<file path="config.mk">
export PLATFORM = sky130hd
export DESIGN_NAME = voxel_color_reconstruction_top
export DESIGN_NICKNAME = d
export VERILOG_FILES = /design/src/rtl/core/vcr_pkg.sv /design/src/rtl/core/vcr_ram.sv /design/src/rtl/core/voxel_color_reconstruction_top.sv
export SDC_FILE = /design/constraint.sdc
export NUM_CORES = 2
export LEC_CHECK = 0
export ABC_AREA = 1
export BUFFER_PORTS_ARGS = -buffer_cell sky130_fd_sc_hd__buf_2
export CORE_MARGIN = 2
export CORE_UTILIZATION = 37
export DETAILED_ROUTE_END_ITERATION = 10
export PLACE_DENSITY = 0.63
export SLEW_MARGIN = 20
export SYNTH_ARGS = -nofsm -noshare
export SYNTH_HDL_FRONTEND = slang
export SYNTH_HIERARCHICAL = 1
export SYNTH_SLANG_ARGS = --single-unit
</file>
<file path="constraint.sdc">
create_clock -name clk_i -period 7.3 [get_ports clk_i]
set_input_delay 1.46 -clock clk_i [delete_from_list [all_inputs] [get_ports clk_i]]
set_output_delay 1.46 -clock clk_i [all_outputs]
set_load 0.1 [all_outputs]
</file>
<file path="src/rtl/core/vcr_pkg.sv">
// package for the voxel color reconstruction block
// default sizes, the color method codes and the sample struct; no dependencies
`default_nettype none

package vcr_pkg;

  // default store depth and weight width
  localparam int unsigned MaxSamplesDef = 64;
  localparam int unsigned WeightBitsDef = 16;

  // color method register codes
  typedef enum logic [1:0] {
    METHOD_AVERAGE  = 2'd0,
    METHOD_BEST     = 2'd1,
    METHOD_WEIGHTED = 2'd2,
    METHOD_MEDIAN   = 2'd3
  } method_e;

  // one sample as kept in the store: red high, blue low
  typedef struct packed {
    logic [7:0] red;
    logic [7:0] green;
    logic [7:0] blue;
  } rgb_t;

endpackage

`default_nettype wire

</file>
<file path="src/rtl/core/vcr_ram.sv">
// generic simple dual-port ram with registered read
// one write port, one read port; no dependencies
`default_nettype none

module vcr_ram #(
  parameter int unsigned Width = 24,
  parameter int unsigned Depth = 64,
  parameter int unsigned AddrW = (Depth > 1) ? $clog2(Depth) : 1
) (
  input  wire logic             clk_i,
  input  wire logic             we_i,
  input  wire logic [AddrW-1:0] waddr_i,
  input  wire logic [Width-1:0] wdata_i,
  input  wire logic             re_i,
  input  wire logic [AddrW-1:0] raddr_i,
  output logic      [Width-1:0] rdata_o
);

  logic [Width-1:0] mem_q [Depth];

  // write port
  always_ff @(posedge clk_i) begin
    if (we_i) begin
      mem_q[waddr_i] <= wdata_i;
    end
  end

  // registered read port
  always_ff @(posedge clk_i) begin
    if (re_i) begin
      rdata_o <= mem_q[raddr_i];
    end
  end

endmodule

`default_nettype wire

</file>
<file path="src/rtl/core/voxel_color_reconstruction_top.sv">
// Samples arrive one per cycle on the input stream; sums, total weight and best view are
// updated as each item is taken while the store has room, and its color is written to the
// sample ram. After the last item (tlast) the block works out the color and holds it in an
// output register, so a new voxel is taken while the result waits. Best view goes straight
// to the output state; average and weighted average run in the shared 1-bit-per-cycle
// divider, channel by channel; median takes one radix pass over the sample ram per result
// bit (all three channels and both middle ranks at once). The output state loads the
// output register and waits there while an earlier result is still held. No items are
// taken while a voxel finishes.
// depends on vcr_pkg and vcr_ram
`default_nettype none

module voxel_color_reconstruction_top #(
  parameter int unsigned MAX_SAMPLES = vcr_pkg::MaxSamplesDef,
  parameter int unsigned WEIGHT_BITS = vcr_pkg::WeightBitsDef
) (
  input  wire logic        clk_i,
  input  wire logic        rst_ni,
  // apb configuration port
  input  wire logic        psel,
  input  wire logic        penable,
  input  wire logic        pwrite,
  input  wire logic [2:0]  paddr,
  input  wire logic [31:0] pwdata,
  output logic      [31:0] prdata,
  output logic             pready,
  // input stream
  input  wire logic        s_axis_tvalid,
  output logic             s_axis_tready,
  input  wire logic [39:0] s_axis_tdata,  // red, green, blue, view_weight
  input  wire logic        s_axis_tlast,  // final_sample
  // result stream
  output logic             m_axis_tvalid,
  input  wire logic        m_axis_tready,
  output logic [23:0]      m_axis_tdata,  // out_red, out_green, out_blue
  output logic             m_axis_tuser   // capacity_exceeded
);

  import vcr_pkg::*;

  localparam int unsigned CntW = $clog2(MAX_SAMPLES + 1);
  localparam int unsigned AddrW = (MAX_SAMPLES > 1) ? $clog2(MAX_SAMPLES) : 1;
  localparam int unsigned PlainW = 8 + CntW;
  localparam int unsigned TotW = WEIGHT_BITS + CntW;
  localparam int unsigned WSumW = WEIGHT_BITS + 8 + CntW;
  localparam int unsigned NumW = WSumW + 2;
  localparam int unsigned DvsW = NumW + 8;

  typedef enum logic [6:0] {
    ST_IDLE     = 7'b0000001,
    ST_DIV_LD   = 7'b0000010,
    ST_DIV_RUN  = 7'b0000100,
    ST_MED_RD   = 7'b0001000,
    ST_MED_WAIT = 7'b0010000,
    ST_MED_BIT  = 7'b0100000,
    ST_OUT      = 7'b1000000
  } state_e;

  state_e state_q, state_d;

  // configuration register
  method_e method_q;
  assign pready = 1'b1;
  assign prdata = {30'd0, method_q};

  always_ff @(posedge clk_i or negedge rst_ni) begin
    if (!rst_ni) begin
      method_q <= METHOD_AVERAGE;
    end else if (psel && penable && pwrite && !paddr[2]) begin
      method_q <= method_e'(pwdata[1:0]);
    end
  end

  // input fields
  rgb_t                   in_rgb;
  logic [WEIGHT_BITS-1:0] in_w;
  assign in_rgb = {s_axis_tdata[7:0], s_axis_tdata[15:8], s_axis_tdata[23:16]};

  if (WEIGHT_BITS >= 16) begin : g_wide_w
    assign in_w = WEIGHT_BITS'(s_axis_tdata[39:24]);
  end else begin : g_narrow_w
    assign in_w = s_axis_tdata[24 +: WEIGHT_BITS];
  end

  // voxel accumulators
  logic [CntW-1:0]        cnt_q;
  logic [PlainW-1:0]      psum_q [3];
  logic [WSumW-1:0]       wsum_q [3];
  logic [TotW-1:0]        tot_q;
  logic [WEIGHT_BITS-1:0] best_w_q;
  rgb_t                   best_q;
  logic                   ovf_q;

  logic accept, room, clear_vox;
  logic [7:0] in_ch [3];
  assign in_ch[0] = in_rgb.red;
  assign in_ch[1] = in_rgb.green;
  assign in_ch[2] = in_rgb.blue;

  assign s_axis_tready = (state_q == ST_IDLE);
  assign accept = s_axis_tvalid && s_axis_tready;
  assign room = (cnt_q < CntW'(MAX_SAMPLES));

  always_ff @(posedge clk_i or negedge rst_ni) begin
    if (!rst_ni) begin
      cnt_q    <= '0;
      tot_q    <= '0;
      best_w_q <= '0;
      best_q   <= '0;
      ovf_q    <= 1'b0;
      for (int c = 0; c < 3; c++) begin
        psum_q[c] <= '0;
        wsum_q[c] <= '0;
      end
    end else if (clear_vox) begin
      cnt_q    <= '0;
      tot_q    <= '0;
      best_w_q <= '0;
      best_q   <= '0;
      ovf_q    <= 1'b0;
      for (int c = 0; c < 3; c++) begin
        psum_q[c] <= '0;
        wsum_q[c] <= '0;
      end
    end else if (accept) begin
      if (room) begin
        cnt_q <= cnt_q + 1'b1;
        tot_q <= tot_q + TotW'(in_w);
        for (int c = 0; c < 3; c++) begin
          psum_q[c] <= psum_q[c] + PlainW'(in_ch[c]);
          wsum_q[c] <= wsum_q[c] + WSumW'(in_w) * WSumW'(in_ch[c]);
        end
        if (cnt_q == '0 || in_w > best_w_q) begin
          best_w_q <= in_w;
          best_q   <= in_rgb;
        end
      end else begin
        ovf_q <= 1'b1;
      end
    end
  end

  // sample ram
  logic [AddrW-1:0] rd_addr_q;
  rgb_t             rd_data;
  logic             rd_en, rvalid_q;
  logic [23:0]      rd_raw;

  assign rd_en = (state_q == ST_MED_RD);
  assign rd_data = rd_raw;

  vcr_ram #(
    .Width(24),
    .Depth(MAX_SAMPLES),
    .AddrW(AddrW)
  ) u_store (
    .clk_i  (clk_i),
    .we_i   (accept && room),
    .waddr_i(cnt_q[AddrW-1:0]),
    .wdata_i(in_rgb),
    .re_i   (rd_en),
    .raddr_i(rd_addr_q),
    .rdata_o(rd_raw)
  );

  // divider and median working registers
  logic [1:0]        ch_q;
  logic [2:0]        bit_q;
  logic [NumW-1:0]   rem_q;
  logic [DvsW-1:0]   dvs_q;
  logic [7:0]        quo_q;
  logic [7:0]        res_q [3];
  logic [7:0]        pre_q [2][3];
  logic [CntW-1:0]   rank_q [2][3];
  logic [CntW-1:0]   mcnt_q [2][3];
  logic              out_valid_q;
  logic [23:0]       out_data_q;
  logic              out_ovf_q;

  // dividend and divisor for the channel in work
  logic [NumW-1:0] num_sel, den_sel;
  always_comb begin
    if (method_q == METHOD_WEIGHTED && tot_q != '0) begin
      num_sel = NumW'(wsum_q[ch_q]);
      den_sel = NumW'(tot_q);
    end else begin
      num_sel = NumW'(psum_q[ch_q]);
      den_sel = NumW'(cnt_q);
    end
  end

  logic            div_ge;
  logic [DvsW-1:0] rem_ext;
  assign rem_ext = DvsW'(rem_q);
  assign div_ge = (rem_ext >= dvs_q);

  // median match of each stored channel against both current prefixes
  logic [7:0] rd_ch [3];
  assign rd_ch[0] = rd_data.red;
  assign rd_ch[1] = rd_data.green;
  assign rd_ch[2] = rd_data.blue;

  logic hit [2][3];
  always_comb begin
    logic [7:0] diff;
    for (int k = 0; k < 2; k++) begin
      for (int c = 0; c < 3; c++) begin
        diff = (rd_ch[c] ^ pre_q[k][c]) >> bit_q;
        hit[k][c] = (diff == 8'd0);
      end
    end
  end

  logic out_free;
  assign out_free = !out_valid_q || m_axis_tready;
  assign clear_vox = (state_q == ST_OUT) && out_free;

  // next state
  always_comb begin
    state_d = state_q;
    unique case (state_q)
      ST_IDLE: begin
        if (accept && s_axis_tlast) begin
          unique case (method_q)
            METHOD_BEST:   state_d = ST_OUT;
            METHOD_MEDIAN: state_d = ST_MED_RD;
            default:       state_d = ST_DIV_LD;
          endcase
        end
      end
      ST_DIV_LD:  state_d = ST_DIV_RUN;
      ST_DIV_RUN: begin
        if (bit_q == 3'd0) begin
          state_d = (ch_q == 2'd2) ? ST_OUT : ST_DIV_LD;
        end
      end
      ST_MED_RD: begin
        if (CntW'(rd_addr_q) + 1'b1 == cnt_q) begin
          state_d = ST_MED_WAIT;
        end
      end
      ST_MED_WAIT: state_d = ST_MED_BIT;
      ST_MED_BIT:  state_d = (bit_q == 3'd0) ? ST_OUT : ST_MED_RD;
      ST_OUT:      state_d = out_free ? ST_IDLE : ST_OUT;
      default:     state_d = ST_IDLE;
    endcase
  end

  always_ff @(posedge clk_i or negedge rst_ni) begin
    if (!rst_ni) begin
      state_q  <= ST_IDLE;
      rvalid_q <= 1'b0;
    end else begin
      state_q  <= state_d;
      rvalid_q <= rd_en;
    end
  end

  // datapath of the finishing steps
  always_ff @(posedge clk_i) begin
    unique case (state_q)
      ST_IDLE: begin
        ch_q      <= 2'd0;
        bit_q     <= 3'd7;
        rd_addr_q <= '0;
        for (int c = 0; c < 3; c++) begin
          for (int k = 0; k < 2; k++) begin
            pre_q[k][c]  <= 8'd0;
            mcnt_q[k][c] <= '0;
          end
          // ranks of the two middle items; equal for an odd count
          rank_q[0][c] <= (cnt_q + CntW'(room) - 1'b1) >> 1;
          rank_q[1][c] <= (cnt_q + CntW'(room)) >> 1;
        end
      end
      ST_DIV_LD: begin
        rem_q <= (num_sel << 1) + den_sel;
        dvs_q <= DvsW'(den_sel) << 8;
        quo_q <= 8'd0;
        bit_q <= 3'd7;
      end
      ST_DIV_RUN: begin
        if (div_ge) begin
          rem_q <= NumW'(rem_ext - dvs_q);
        end
        dvs_q <= dvs_q >> 1;
        quo_q <= {quo_q[6:0], div_ge};
        bit_q <= bit_q - 1'b1;
        if (bit_q == 3'd0) begin
          res_q[ch_q] <= {quo_q[6:0], div_ge};
          ch_q        <= ch_q + 1'b1;
        end
      end
      ST_MED_RD: begin
        rd_addr_q <= rd_addr_q + 1'b1;
      end
      ST_MED_WAIT: begin
        rd_addr_q <= '0;
      end
      ST_MED_BIT: begin
        for (int k = 0; k < 2; k++) begin
          for (int c = 0; c < 3; c++) begin
            mcnt_q[k][c] <= '0;
            if (rank_q[k][c] >= mcnt_q[k][c]) begin
              pre_q[k][c]  <= pre_q[k][c] | (8'd1 << bit_q);
              rank_q[k][c] <= rank_q[k][c] - mcnt_q[k][c];
            end
          end
        end
        bit_q <= bit_q - 1'b1;
      end
      ST_OUT: begin
        for (int c = 0; c < 3; c++) begin
          if (method_q == METHOD_MEDIAN) begin
            res_q[c] <= 8'((9'(pre_q[0][c]) + 9'(pre_q[1][c]) + 9'd1) >> 1);
          end
        end
      end
      default: begin
        ch_q <= 2'd0;
      end
    endcase

    // count the items below the tried bit during a pass
    if (rvalid_q) begin
      for (int k = 0; k < 2; k++) begin
        for (int c = 0; c < 3; c++) begin
          if (hit[k][c] && !rd_ch[c][bit_q]) begin
            mcnt_q[k][c] <= mcnt_q[k][c] + 1'b1;
          end
        end
      end
    end
  end

  // final color per channel: median from the prefixes after the last pass, best view, or divider result
  logic [7:0] fin_ch [3];
  always_comb begin
    for (int c = 0; c < 3; c++) begin
      if (method_q == METHOD_MEDIAN) begin
        fin_ch[c] = 8'((9'(pre_q[0][c]) + 9'(pre_q[1][c]) + 9'd1) >> 1);
      end else if (method_q == METHOD_BEST) begin
        fin_ch[c] = (c == 0) ? best_q.red : ((c == 1) ? best_q.green : best_q.blue);
      end else begin
        fin_ch[c] = res_q[c];
      end
    end
  end

  // output register
  always_ff @(posedge clk_i or negedge rst_ni) begin
    if (!rst_ni) begin
      out_valid_q <= 1'b0;
    end else if (clear_vox) begin
      out_valid_q <= 1'b1;
    end else if (m_axis_tready) begin
      out_valid_q <= 1'b0;
    end
  end

  always_ff @(posedge clk_i) begin
    if (clear_vox) begin
      out_data_q <= {fin_ch[2], fin_ch[1], fin_ch[0]};
      out_ovf_q  <= ovf_q;
    end
  end

  assign m_axis_tvalid = out_valid_q;
  assign m_axis_tdata  = out_data_q;
  assign m_axis_tuser  = out_ovf_q;

endmodule

`default_nettype wire

</file>
Word level (Yosys, flattened, before mapping)
Memories as Yosys holds them, arrays and structs flattened. A register that Yosys moved wholly into a read port is not among the register bits.
Cells that the tools add are included.
W data, S select, Z words.

word-level totals
  bits in registers = 337
  bits in writable memories = 1692
  input port bits = 83
  output and inout bits = 60
  logic and storage cells = 324
  memories = 5

memories
  memory         depth  bits a word  rd ports  clocked after Yosys merged registers in  write ports  line                                   text
  u_store.mem_q  64     24           1         1                                        1            vcr_ram.sv:19                          logic [Width-1:0] mem_q [Depth];
  pre_q          2      24           2         0                                        2            voxel_color_reconstruction_top.sv:173  logic [7:0] pre_q [2][3];
  mcnt_q         2      21           2         0                                        2            voxel_color_reconstruction_top.sv:175  logic [CntW-1:0] mcnt_q [2][3];
  rank_q         2      21           2         0                                        2            voxel_color_reconstruction_top.sv:174  logic [CntW-1:0] rank_q [2][3];
  res_q          3      8            3         0                                        3            voxel_color_reconstruction_top.sv:172  logic [7:0] res_q [3];

operators by class
  add/sub/neg operators = 34
  multipliers = 3
  order comparisons = 11
  equal/unequal tests = 17
  shift operators = 7
  multiplexer cells = 136
  bitwise gates (word level) = 38
  reduce and logical (&&, ||, !) cells = 48

operator list
  operator               number
  $mux W93               3
  $mux W7                27
  $mux W45               3
  $mux W8                13
  $mux W24               4
  $add A31 B24 Y31       3
  $mux W31               3
  $mux W23               4
  $pmux W41 S2           1
  $mul A16 B8 Y24        3
  $pmux W33 S2           1
  $mux W16               4
  $bmux W31 S2           1
  $mux W1                57
  $add A7 B1 Y7 const B  7
  $pmux W7 S7            1
  $logic_not A8 Y1       6
  $or A8 B8 Y8           6
  $shr A8 B3 Y8          6
  $xor A8 B8 Y8          6
  $add A15 B8 Y15        3
  $ge A7 B7 Y1           6
  $sub A7 B7 Y7          6
  $ge A33 B41 Y1         1
  other kinds (52)       119

Depth between registers and ports, before layout
An unclocked memory read counts as a cell.

  depth in word-level cells = 9
  gate-level depth with buffers = 25
  gate-level depth less buffers = 24

Hierarchy
The synthesis kept the hierarchy.

by module, submodules not included
  module                          instances  cells an instance  area each (um^2)
  vcr_ram                         1          5248               63053.0
  voxel_color_reconstruction_top  1          6288               46955.0

Worst setup path before layout
Ideal clock, no wire load.

  kind = input to register
  start = in s_axis_tdata[16]
  end = reg wsum_q[18] (netlist bit)
  library setup time = 0.118 ns
  data arrival time = 5.596 ns
  required time = 7.182 ns
  setup slack = 1.585 ns
  stages on the path = 19
  cells stage by stage = clkbuf_1 clkbuf_1 nand2_1 fa_1 inv_1 fa_1 fa_1 inv_1 fa_1 inv_1 ha_1 a21oi_1 a21boi_1 o21ai_0 inv_1 o21ai_1 or2_2 nand3_1 nand2_1

on the way
  longest elaborated chain between the ends = 5

ends and longest elaborated chain
  element                        line                                   text
  start, declared                voxel_color_reconstruction_top.sv:30   input wire logic [39:0] s_axis_tdata,
  $mul A16 B8 Y24                voxel_color_reconstruction_top.sv:131  wsum_q[c] <= wsum_q[c] + WSumW'(in_w) * WSumW'(in_ch[c]);
  $add A31 B24 Y31               voxel_color_reconstruction_top.sv:131
  $mux W93                       voxel_color_reconstruction_top.sv:126  if (room) begin
  $mux W93                       voxel_color_reconstruction_top.sv:125  end else if (accept) begin
  $mux W93                       voxel_color_reconstruction_top.sv:115  end else if (clear_vox) begin
  end signal, assigned by index  voxel_color_reconstruction_top.sv:131
  end, declared                  voxel_color_reconstruction_top.sv:88   logic [WSumW-1:0] wsum_q [3];

Every way passes these cells. The select of a mux whose other input is x is not followed.
A chain may end at the register's enable or synchronous reset.

Worst setup path after layout
  start = reg method_q[1]
  end = reg rem_q[17] (data pin)

on the way
  longest elaborated chain between the ends = 5
  elaborated cells between the ends (all ways) = 6
  those cells by class = add/sub: 1; eq/ne: 1; mux: 3; reduce/logical: 1

ends and longest elaborated chain
  element                                      line                                   text
  start, declared                              voxel_color_reconstruction_top.sv:62   method_e method_q;
  start signal, assigned                       voxel_color_reconstruction_top.sv:70   method_q <= method_e'(pwdata[1:0]);
  $eq A2 B2 Y1 *                               voxel_color_reconstruction_top.sv:183  if (method_q == METHOD_WEIGHTED && tot_q != '0) begin
  $logic_and A1 B1 Y1 *                        voxel_color_reconstruction_top.sv:183
  $mux W31 / $mux W23 (equally long branches)  voxel_color_reconstruction_top.sv:183
  $add A33 B33 Y33 *                           voxel_color_reconstruction_top.sv:277  rem_q <= (num_sel << 1) + den_sel;
  $pmux W33 S2 *                               voxel_color_reconstruction_top.sv:261  unique case (state_q)
  end signal, assigned                         voxel_color_reconstruction_top.sv:277
  end signal, assigned                         voxel_color_reconstruction_top.sv:284  rem_q <= NumW'(rem_ext - dvs_q);
  end, declared                                voxel_color_reconstruction_top.sv:169  logic [NumW-1:0] rem_q;

Mark *: on every way between the ends. The rest lies on a longest branch, timed or not.

==> impl_summary.md <==
Synth
Averaged over all synthesized cells, the footprint is 9.54 µm². The cell area after synthesis is 110,000 µm². Yosys attributes the largest share of cell area to sky130_fd_sc_hd__edfxtp_1 49%, sky130_fd_sc_hd__nand2_1 12%, sky130_fd_sc_hd__nand3_1 6.9%. The parity-gate share of the synthesized area counting xor and xnor cells is 0.0121. The number of warning messages in the yosys log is 6.

The area fraction in and, or, nand and nor cells after synthesis is 0.218. The proportion of synthesized chip area in sequential cells is 0.546. The primary flip-flop cell chosen by synthesis mapping is sky130_fd_sc_hd__edfxtp_1. The async set-reset flop share out of synthesis is 0.108. After synthesis, the largest family of logic cells by area is simple AND/OR/NAND/NOR gates.

The number of distinct library cells after synthesis is 67. The share of synthesized area in the top cell type comes to 0.493. The instance count of the mapped netlist is 11,500. Of the total synthesized cell area, the portion taken by full adders, half adders and majority gates is 0.0992.

The fraction of the mapped netlist area in compound gates was 0.0528. The number of enable-type register cells in the synthesized netlist is 1,805. The cell accounting for the most synthesized area is sky130_fd_sc_hd__edfxtp_1. After synthesis the netlist holds a flip-flop and latch count of 2,043. After synthesis, the share of cell area in mux cells is 0.

Routing
The detailed-route vias per instance is 5.26. In this run the remaining antenna-violating nets after routing total 0. After detailed routing, the total wire length is 325,000 µm.

Summing over every cut layer, the via total after detailed routing is 82,000. The DRC violations left is 0. The detailed router finished its first iteration with 9,995 violations. The top layer used by detailed routing is met5. The met3 routed wirelength is 33,400 µm.

The detailed router put a total of 140,000 µm of wire on met1. The first detailed-routing pass ran for 6 iterations. The met2 wire length is 142,000 µm.

After detailed routing, the average wire length per cell comes to 20.9 µm.

Critical path
The kind of critical path is flip-flop to flip-flop. The data arrival time at the worst-slack endpoint is 6.25 ns. In this run the register-to-register setup slack is 1.60 ns. The endpoint identified for the worst register-to-register timing path is rem_q[17].

At the worst endpoint, the required time is 7.85 ns. The critical path goes through inv_1 > nor2_1 > nand2_2 > inv_1 > buf_4 > o211ai_1 > a32oi_1 > inv_1 > ha_1 > nand2_1 > o21ai_0 > a21oi_1 > o21ai_0 > nand2_1 > nand2_1 > a21oi_1 > o21ai_0 > nand2_1. For this run, the slowest stage of the critical path takes 0.60 ns. The worst setup path is launched from a flip-flop. Along the worst path, the maximum fanout reaches 18.

The slowest stage cell on the critical path is sky130_fd_sc_hd__nor2_1. STA classifies the critical path endpoint as a flip-flop. The startpoint identified for the worst register-to-register timing path is method_q[1]. The depth of the most critical reg-to-reg path is 18. By instance count, the cell type seen most on the critical path is sky130_fd_sc_hd__nand2_1.

Placed design
The final RePlAce weighted congestion is 0.924. The area after detailed placement is 114,000 µm². Detailed placement ended at an HPWL of 208,000 µm. The number of I/O port buffers is 79.

Clocking
No sink is reached through more buffers than the 4 on the longest clock path. The total of cells resized after clock tree synthesis is 0. The H-tree generated during clock tree synthesis spans 4 levels. The number of buffers inserted by hold repair at cts is 0. TritonCTS created 220 clock buffers.

TritonCTS built the clock tree. The total number of clock tree sinks is 2,043. The tree is rooted in a sky130_fd_sc_hd__clkbuf_16.

Clock latency on the worst-skew pair, taken at its later pin, is 0.92 ns. The clock input transition at the sequential cells of the worst setup and hold paths is 0.06 ns. In this run the post-CTS setup repair buffer count came out at 0.

GRT
The initial antenna violation count is 19. For this run, the total global-route usage over all layers was measured as 0.213. The final global-route overflow total is 0.

The via count of the first global-routing pass is 77,700. The largest net degree at the start of global routing is 225. The first global-routing pass estimated 488,000 µm of wire.

STA
The fraction of the cycle the final worst path needs is 0.781. For the final database, setup skew stands at 0.111 ns. Setup repair after global routing left no endpoint under its margin.

The worst relative slew slack is 0.177. The final setup violation count is 0. The number of hold-slack violations in the final timing report was 0.

For the pin with the worst max-slew slack, the measured transition is 1.23 ns. The routed design could run at a clock period as short as 5.70 ns. Derived from the worst setup path, the maximum achievable clock frequency is 175 MHz. The number of max-slew violations in the final report is 0.

The setup TNS is 0 ns.

Floorplanning
The row count is 200. In this run the vertical extent of the chip is 549 µm. The core region is 296,000 µm². For this configuration, the core starts out at a cell density of 0.371. The die area is 302,000 µm².

The I/O pin count is 143. The die is 549 µm wide.

Min path
The beginning of the worst hold path is ovf_q. The endpoint of the worst hold-timing path is m_axis_tuser. The class of the tightest hold or removal check is flip-flop to flip-flop. Along the worst hold path, the cell count comes to 0.

Outcome
The flow ran to the end, and the final reports show no timing, DRC or antenna violations.

Layout
The area growth from synthesis to layout is 10.3%. The register cell area after layout is 60,100 µm². The multi-input combinational cells in the finished layout cover a total of 42,300 µm².

Of the cells placed in the final design, the portion with a size suffix greater than 1 is 0.0609. Summing all non-filler instances in the final layout gives an area of 121,000 µm². In the final design database the tool counted 12,200 nets. After filler insertion, the fill cell instance count of the layout stands at 28,700.

Power and ir drop
Summed over all cells, the static leakage comes to 50.9 nW. The highest ir drop seen on vdd is 0.464 mV. The overall power consumption is 0.0531 W. Dividing total power by cell area gives a power density of 437 nW/µm².

Run
The count of max-cap constraint violations is 0.
-- cells in the final DEF, fill, tap and decap left out, drive strengths merged, types with 48 or more instances in the layout --
master     n
xor2      92
ha       339
edfxtp  1805
nor3      73
clkinv    81
nand3   1527
o21ai    462
inv     1287
a21oi    380
nand4     48
xnor2     60
buf      277
nor2     545
dfrtp    219
nand2   3493
fa       333
clkbuf   276
-- critical path, delay by kind of cell (launching register included) --
family / cells / cell delay, ns
AO/OA/AOI/OAI: 7 / 2.08
adder cells (fa/ha/maj): 1 / 0.44
buffers and inverters: 4 / 1.35
flip-flops: 1 / 0.48
AND/OR/NAND/NOR: 6 / 1.08
-- per-stage QoR --
| stage | cells | util | hold WS [ns] | worst slack [ns] |
|---|---|---|---|---|
| after floorplan | 11600 | - | 0.425 | 1.59 |
| after global placement | 15200 | 0.386 | 0.444 | 1.00 |
| after detailed placement | 15200 | 0.386 | 0.434 | 0.997 |
| after CTS | 15600 | 0.409 | 0.459 | 1.74 |
| after global routing | 15600 | 0.409 | 0.474 | 1.31 |
| final | 15600 | 0.409 | 0.459 | 1.60 |
-- report_power, final --
group	switching, W	internal (W)	total [W]
Sequential	0.000883	0.0142	0.0151
Clock	0.00469	0.00634	0.0110
Combinational	0.0189	0.00808	0.0269
-- flip-flops by register name (all words and copies together), names as in the netlist, 31 cells and up --
name           cells
mcnt_q            42
psum_q            45
wsum_q            93
rank_q            42
u_store/mem_q   1536
dvs_q             31
rem_q             33
pre_q             48
-- layout make-up --
type	instances	share of cell area
diodes	6	0.000124
clock buffers	276	0.0481
clock inverters	119	0.00963
inverters	1284	0.0400
multi-input cells	7652	0.349
flip-flops and latches	2043	0.495
well taps	3939	0.0406
repair buffers	277	0.0176
-- worst max-delay path by stage --
stage / from / to / cells past startpoint
after detailed placement: s_axis_tdata[31] / wsum_q[85] / 19
after floorplan: s_axis_tdata[16] / wsum_q[18] / 19
final: method_q[1] / rem_q[17] / 18
after global routing: method_q[1] / rem_q[17] / 18
after global placement: s_axis_tdata[31] / wsum_q[82] / 20
after CTS: method_q[1] / rem_q[17] / 18
-- synthesized netlist by cell type, drive strengths merged, types with 4 or more instances --
master	instances
o211ai	47
xnor2	60
fa	333
nand3	1527
a31oi	9
edfxtp	1805
clkbuf	222
a22oi	11
o22ai	47
dfrtp	219
buf	364
xor2	92
o2111ai	9
nor4	7
nor3b	4
nand4	48
o31ai	14
nor3	73
a21o	19
a211oi	5
a21boi	6
or2	13
nand2	3493
o21ai	462
a21oi	380
inv	1281
and2	7
dfxtp	18
ha	339
o21bai	16
nand3b	19
o21a	16
nor2	545
-- logic make-up (layout without fill, tap and decap cells) --
| group | after synthesis | count (layout) |
|---|---|---|
| AO/OA/AOI/OAI | 1059 | 1059 |
| XOR/XNOR | 152 | 152 |
| flip-flops | 2043 | 2043 |
| buffers and inverters | 1870 | 1956 |
| other | 2 | 37 |
| AND/OR/NAND/NOR | 5738 | 5738 |
| adder cells (fa/ha/maj) | 672 | 672 |
-- per-layer routing --
layer  GRT usage  up-vias
li1            -    38100
met1       0.306    39700
met2       0.325     3648
met3      0.0400      522
met4      0.0642        4
met5           0        -
(Power assumes the default switching activity.)
